File: src/hdl/gpe_pkg.sv
`default_nettype none

package gpe_pkg;

  // Width of every pin-wide field on the ports
  localparam int FIELD_W = 12;

  // Item kinds; the fourth code is unused and does nothing
  typedef enum logic [1:0] {
    MODE_READ   = 2'd0,
    MODE_WRITE  = 2'd1,
    MODE_SAMPLE = 2'd2
  } mode_t;

  // Port register map
  typedef enum logic [3:0] {
    REG_DATA     = 4'd0,
    REG_DIR      = 4'd1,
    REG_SENSE    = 4'd2,
    REG_BOTH     = 4'd3,
    REG_POLARITY = 4'd4,
    REG_ENABLE   = 4'd5,
    REG_RAW      = 4'd6,
    REG_MASKED   = 4'd7,
    REG_CLEAR    = 4'd8
  } reg_idx_t;

  // Command broadcast to every pin lane
  typedef struct packed {
    logic     fire;
    mode_t    mode;
    reg_idx_t idx;
  } lane_cmd_t;

  // What one lane reports for the transfer it just took
  typedef struct packed {
    logic rd;
    logic drive;
    logic oe;
    logic irq;
  } lane_out_t;

endpackage

`default_nettype wire

File: src/hdl/gpio_port_edge_interrupt.sv
// GPIO port with masked data access and edge or level interrupts. Each transfer on
// the item channel is a register read, a register write or a pin-sample tick, and
// produces exactly one result on the result channel in the next cycle. One item can
// be taken every cycle: every active pin has its own lane holding its slice of the
// port registers, and a merge stage collects the lane bits into the output register.
// The item channel stalls only while a finished result is held and the sink is
// stalling. pin_drive, pin_output_enable and irq_line in a result show the port
// state after that item; read_data is zero except for reads. PIN_COUNT sets the
// number of active pins (the fields are 12 bits wide; pins past PIN_COUNT read zero).
`default_nettype none

module gpio_port_edge_interrupt #(
  parameter int PIN_COUNT = 12
) (
  input  logic                         clk,
  input  logic                         rst,
  input  logic                         item_valid,
  output logic                         item_stall,
  input  logic [1:0]                   mode,
  input  logic [3:0]                   reg_index,
  input  logic [gpe_pkg::FIELD_W-1:0]  access_mask,
  input  logic [gpe_pkg::FIELD_W-1:0]  write_data,
  input  logic [gpe_pkg::FIELD_W-1:0]  pin_levels,
  output logic                         result_valid,
  input  logic                         result_stall,
  output logic [gpe_pkg::FIELD_W-1:0]  read_data,
  output logic [gpe_pkg::FIELD_W-1:0]  pin_drive,
  output logic [gpe_pkg::FIELD_W-1:0]  pin_output_enable,
  output logic                         irq_line
);

  localparam int LANE_COUNT = (PIN_COUNT < gpe_pkg::FIELD_W) ? PIN_COUNT : gpe_pkg::FIELD_W;

  gpe_pkg::lane_cmd_t cmd;
  gpe_pkg::lane_out_t lane_res [LANE_COUNT];
  logic               fire;

  // Take a new item unless a held result is stalled
  assign item_stall = result_valid && result_stall;
  assign fire       = item_valid && !item_stall;

  always_comb begin
    cmd.fire = fire;
    cmd.mode = gpe_pkg::mode_t'(mode);
    cmd.idx  = gpe_pkg::reg_idx_t'(reg_index);
  end

  // One lane per active pin
  for (genvar g = 0; g < LANE_COUNT; g++) begin : g_lane
    gpe_lane u_lane (
      .clk (clk),
      .rst (rst),
      .cmd (cmd),
      .sel (access_mask[g]),
      .val (write_data[g]),
      .pin (pin_levels[g]),
      .res (lane_res[g])
    );
  end

  gpe_merge #(
    .LANE_COUNT (LANE_COUNT)
  ) u_merge (
    .clk               (clk),
    .rst               (rst),
    .fire              (fire),
    .res               (lane_res),
    .result_stall      (result_stall),
    .result_valid      (result_valid),
    .read_data         (read_data),
    .pin_drive         (pin_drive),
    .pin_output_enable (pin_output_enable),
    .irq_line          (irq_line)
  );

  a_result_follows: assert property (@(posedge clk) disable iff (rst)
    fire |=> result_valid)
    else $error("accepted item produced no result");

  a_empty_takes: assert property (@(posedge clk) disable iff (rst)
    !result_valid |-> !item_stall)
    else $error("item channel stalled with no result held");

  a_idle_irq_steady: assert property (@(posedge clk) disable iff (rst)
    ($past(!fire) && result_valid && $past(result_valid)) |-> $stable(irq_line))
    else $error("result irq changed without a transfer");

endmodule

`default_nettype wire

File: src/hdl/gpe_lane.sv
`default_nettype none

module gpe_lane (
  input  logic                clk,
  input  logic                rst,
  input  gpe_pkg::lane_cmd_t  cmd,
  input  logic                sel,
  input  logic                val,
  input  logic                pin,
  output gpe_pkg::lane_out_t  res
);

  logic latch, dir, sense, both, pol, en, raw, prev;
  logic latch_next, dir_next, sense_next, both_next, pol_next, en_next, raw_next, prev_next;
  logic rise, fall, one_edge, edge_hit, level_hit, hit;
  logic rd_bit;

  // Detect the selected event on this pin
  always_comb begin
    rise      = !prev && pin;
    fall      = prev && !pin;
    one_edge  = pol ? rise : fall;
    edge_hit  = both ? (rise || fall) : one_edge;
    level_hit = (pin == pol);
    hit       = sense ? level_hit : edge_hit;
  end

  // Register read for this pin
  always_comb begin
    unique case (cmd.idx)
      gpe_pkg::REG_DATA:     rd_bit = (dir ? latch : prev) && sel;
      gpe_pkg::REG_DIR:      rd_bit = dir;
      gpe_pkg::REG_SENSE:    rd_bit = sense;
      gpe_pkg::REG_BOTH:     rd_bit = both;
      gpe_pkg::REG_POLARITY: rd_bit = pol;
      gpe_pkg::REG_ENABLE:   rd_bit = en;
      gpe_pkg::REG_RAW:      rd_bit = raw;
      gpe_pkg::REG_MASKED:   rd_bit = raw && en;
      default:               rd_bit = 1'b0;
    endcase
  end

  // Next state of this pin's slice of every register
  always_comb begin
    latch_next = latch;
    dir_next   = dir;
    sense_next = sense;
    both_next  = both;
    pol_next   = pol;
    en_next    = en;
    raw_next   = raw;
    prev_next  = prev;
    if (cmd.fire) begin
      unique case (cmd.mode)
        gpe_pkg::MODE_WRITE: begin
          unique case (cmd.idx)
            gpe_pkg::REG_DATA:     if (sel) latch_next = val;
            gpe_pkg::REG_DIR:      dir_next = val;
            gpe_pkg::REG_SENSE:    sense_next = val;
            gpe_pkg::REG_BOTH:     both_next = val;
            gpe_pkg::REG_POLARITY: pol_next = val;
            gpe_pkg::REG_ENABLE:   en_next = val;
            gpe_pkg::REG_CLEAR:    if (val) raw_next = 1'b0;
            default:               ;
          endcase
        end
        gpe_pkg::MODE_SAMPLE: begin
          raw_next  = raw || hit;
          prev_next = pin;
        end
        default: ;
      endcase
    end
  end

  always_ff @(posedge clk) begin
    if (rst) begin
      latch <= 1'b0;
      dir   <= 1'b0;
      sense <= 1'b0;
      both  <= 1'b0;
      pol   <= 1'b0;
      en    <= 1'b0;
      raw   <= 1'b0;
      prev  <= 1'b0;
    end else begin
      latch <= latch_next;
      dir   <= dir_next;
      sense <= sense_next;
      both  <= both_next;
      pol   <= pol_next;
      en    <= en_next;
      raw   <= raw_next;
      prev  <= prev_next;
    end
  end

  // Report the state after this transfer
  always_comb begin
    res.rd    = (cmd.mode == gpe_pkg::MODE_READ) ? rd_bit : 1'b0;
    res.drive = latch_next;
    res.oe    = dir_next;
    res.irq   = raw_next && en_next;
  end

  a_clear_wins: assert property (@(posedge clk) disable iff (rst)
    (cmd.fire && cmd.mode == gpe_pkg::MODE_WRITE && cmd.idx == gpe_pkg::REG_CLEAR && val)
    |=> !raw)
    else $error("status bit survived a clear");

  a_sample_tracks_pin: assert property (@(posedge clk) disable iff (rst)
    (cmd.fire && cmd.mode == gpe_pkg::MODE_SAMPLE) |=> (prev == $past(pin)))
    else $error("previous sample not updated on tick");

  a_read_no_side_effect: assert property (@(posedge clk) disable iff (rst)
    (cmd.fire && cmd.mode == gpe_pkg::MODE_READ)
    |=> ($stable(raw) && $stable(latch) && $stable(dir)))
    else $error("read changed port state");

endmodule

`default_nettype wire

File: src/hdl/gpe_merge.sv
`default_nettype none

module gpe_merge #(
  parameter int LANE_COUNT = 12
) (
  input  logic                              clk,
  input  logic                              rst,
  input  logic                              fire,
  input  gpe_pkg::lane_out_t                res [LANE_COUNT],
  input  logic                              result_stall,
  output logic                              result_valid,
  output logic [gpe_pkg::FIELD_W-1:0]       read_data,
  output logic [gpe_pkg::FIELD_W-1:0]       pin_drive,
  output logic [gpe_pkg::FIELD_W-1:0]       pin_output_enable,
  output logic                              irq_line
);

  logic [gpe_pkg::FIELD_W-1:0] rd_all, drive_all, oe_all;
  logic                        irq_any;

  // Gather lane bits; pins past the port stay zero
  always_comb begin
    rd_all    = '0;
    drive_all = '0;
    oe_all    = '0;
    irq_any   = 1'b0;
    for (int i = 0; i < LANE_COUNT; i++) begin
      rd_all[i]    = res[i].rd;
      drive_all[i] = res[i].drive;
      oe_all[i]    = res[i].oe;
      irq_any      = irq_any || res[i].irq;
    end
  end

  // Hold the result until the sink takes it
  always_ff @(posedge clk) begin
    if (rst) begin
      result_valid <= 1'b0;
    end else if (fire) begin
      result_valid <= 1'b1;
    end else if (!result_stall) begin
      result_valid <= 1'b0;
    end
  end

  always_ff @(posedge clk) begin
    if (fire) begin
      read_data         <= rd_all;
      pin_drive         <= drive_all;
      pin_output_enable <= oe_all;
      irq_line          <= irq_any;
    end
  end

endmodule

`default_nettype wire
File: config.mk
export PLATFORM = sky130hd
export DESIGN_NAME = gpio_port_edge_interrupt
export DESIGN_NICKNAME = d
export VERILOG_FILES = /design/src/hdl/gpe_pkg.sv /design/src/hdl/gpio_port_edge_interrupt.sv /design/src/hdl/gpe_lane.sv /design/src/hdl/gpe_merge.sv
export SDC_FILE = /design/constraint.sdc
export NUM_CORES = 1
export LEC_CHECK = 0
export ABC_CLOCK_PERIOD_IN_PS = 4500
export BUFFER_PORTS_ARGS = -buffer_cell sky130_fd_sc_hd__clkbuf_2
export CORE_MARGIN = 2
export CORE_UTILIZATION = 58
export CTS_CLUSTER_DIAMETER = 40
export CTS_CLUSTER_SIZE = 16
export DETAILED_ROUTE_END_ITERATION = 6
export PLACE_DENSITY = 0.82
export SYNTH_ARGS = -nofsm -noshare
export SYNTH_HDL_FRONTEND = slang
export SYNTH_SLANG_ARGS = --single-unit
export TNS_END_PERCENT = 10
File: constraint.sdc
create_clock -name clk -period 4.5 [get_ports clk]
set_clock_uncertainty 0.1 [all_clocks]
set_input_delay 0.225 -clock clk [delete_from_list [all_inputs] [get_ports clk]]
set_output_delay 0.225 -clock clk [all_outputs]
set_load 0.1 [all_outputs]
==> results.cfg <==
[clocking]
ctsHtreeMaxLevel = 4
clk_pin_slew_ns = 0.06
cts_buffers = 17
cts_setup_buffers = 0
cts_tree = built
cts.sinks = 134
cts.path.max_buffers = 2
cts_root_buf = clkbuf_16
clk_latency_ns = 0.42
cts.repair.resized = 0

[sta]
fmax_mhz = 319
final-setup-viol-count = 0
slew_headroom_pct = 17.1
setup-tns-final_ns = 0
slew_violations = 0
rsz0062_at_grt = false
min_period_over_period_pct = 69.7
period_needed_ns = 3.13
finalHoldViolations = 0
tightest_slew_ns = 1.24

[die]
core_sq_mm = 0.0109
dieHeight_microns = 110
die_area_sq_mm = 0.0122
die_w_microns = 110
io_pins = 85
start_util_pct = 60.0
rows = 38

[worst_setup_path]
critPathLaunchType = input pin
worstSetupStartpoint = item_valid
critical_path.max_fanout = 21
cp.arrival_ns = 3.20
required_ns = 4.56
r2r_start = u_merge.result_valid
critPathKind = input pin to flip-flop
worstSetupEndpointType = flip-flop

[synthesis]
synth_ff_type = dfxtp_1
synth_seq_cells = 134
async_reset_ff_share_pct = 0
synth_fp_nets = 783
synth-seq-area-share_pct = 46.5
syn_area_sq_mm = 0.00656
synth-edff-count = 37
syn_avg_cell_area_sq_um = 9.24
ys_types = 43
postSynthCellCount = 710
yosysWarnings = 0

[global_routing]
grt_pass1_vias = 5530
antenna_found_initial = 0
grt_overflow = 0
grt_max_degree = 65
gr-usage-all-layers_pct = 30.9
grt_pass1_wl_microns = 28400

[drt]
finalWirelength_microns = 18100
drtIter0Drc = 616
ant_nets = 0
drt_pass1_iterations = 5
drt-wirelength-per-cell_microns = 19.1
dr_total_vias = 5893
viasPerCell = 6.23
drc = 0

[finish]
layout_commonest_cell = nand2_1
num_antenna_cells = 0
areaGrowthSynthToFinish_pct = 20.0
finalNetCount = 866
layout_common_cells = nand2_1, dfxtp_1, clkbuf_2
layout-drive-gt1-share_pct = 18.9
fin_area_sq_mm = 0.00788

[run]
maxCapViolCount = 0

[place]
gp_congestion = 0.862
dp_hpwl_microns = 11100
port_buffers = 84
placed_area_sq_mm = 0.00708

[hold_path]
hp-class = input pin to flip-flop
worstHoldStart = pin_levels[9]

[power_and_ir_drop]
leakagePower_uw = 0.00309
powerDensity_mw_per_mm2 = 407
peakVddDrop_mv = 0.238

[status]
status = finished clean
==> Yosys cell counts, drive strengths merged (11+ instances only) <==
cell type  number  area, sq um
a21boi         11         86.3
clkbuf         33          124
dfxtp          97         1940
a22oi          12         90.1
a222oi         12          120
nand2         120          450
o21ai          28          140
nand3          50          250
a41oi          12          105
mux2           39          439
xnor2          12          105
nor2           23         86.3
a21oi          76          380
ha             27          338
inv            29          109
a21o           20          150
edfxtp         37         1110
nor2b          27          169
==> final timing paths <==
path                                               to  slack, ns  depth (start not counted)
worst min-delay path            g_lane[9].u_lane.prev       0.01                          3
worst max register to register       u_merge.irq_line       1.46                          6
worst min register to register  g_lane[6].u_lane.prev       0.38                          2
worst max-delay path                 u_merge.irq_line       1.37                          8
==> repair_timing <==
item / in CTS / in global routing
setup endpoints to repair: 0 / 0
hold endpoints to repair: 11 / 0
hold buffers: 11 / 0
==> layer usage <==
metal	vias up	routed length, microns	global-route usage [%]	share of wire (%)
met1	2806	7280	40.8	40
met5	-	0	0	0
met3	59	1650	6.11	9.1
met4	0	572	14.7	3.2
li1	2697	-	-	-
met2	331	8560	48.8	47
==> area by class of cell <==
class | instances | area, sq um
Inverter | 29 | 109
Clock inverter | 10 | 223
Tap cell | 140 | 175
Timing Repair Buffer | 103 | 591
Clock buffer | 22 | 464
Fill cell | 785 | 3060
Multi-Input combinational cell | 508 | 3260
Sequential cell | 134 | 3050
==> stage by stage <==
step / power [uW] / hold WS (ns) / cells / setup WS, ns / util [%]
floorplan: 1500 / 0.246 / 710 / 0.857 / -
detailed placement: 1590 / 0.369 / 903 / 1.39 / 64.7
finish: 3210 / 0.0117 / 946 / 1.37 / 72.0
global placement: 1580 / 0.355 / 903 / 1.54 / 64.7
global route: 3280 / 0.0242 / 946 / 1.24 / 72.0
CTS: 3200 / 0.00976 / 946 / 1.46 / 72.0
==> logic make-up (layout without fill, tap and decap cells) <==
| family | Yosys count | after routing | synth area share, % |
|---|---|---|---|
| compound gates | 183 | 183 | 17.8 |
| mux | 48 | 48 | 8.07 |
| flops | 134 | 134 | 46.5 |
| fa+ha+maj | 27 | 27 | 5.15 |
| simple gates | 238 | 238 | 16.8 |
| buf+inv | 68 | 164 | 4.02 |
| xor+xnor | 12 | 12 | 1.60 |
==> critical path: stages <==
cell and delay (ns):
dlygate4sd3_1 0.52, clkbuf_2 0.11, a21boi_4 0.63, nand3_1 0.75
mux2_1 0.58, o21ai_1 0.10, o2111a_1 0.18, nand4_1 0.08
==> where the power goes <==
part | switching (uW) | total [uW] | internal (uW)
sequential | 9.99 | 1270 | 1260
combinational | 238 | 303 | 64.4
clock | 516 | 1640 | 1120
total | 764 | 3210 | 2440
Power figures use the tool's default switching activity.
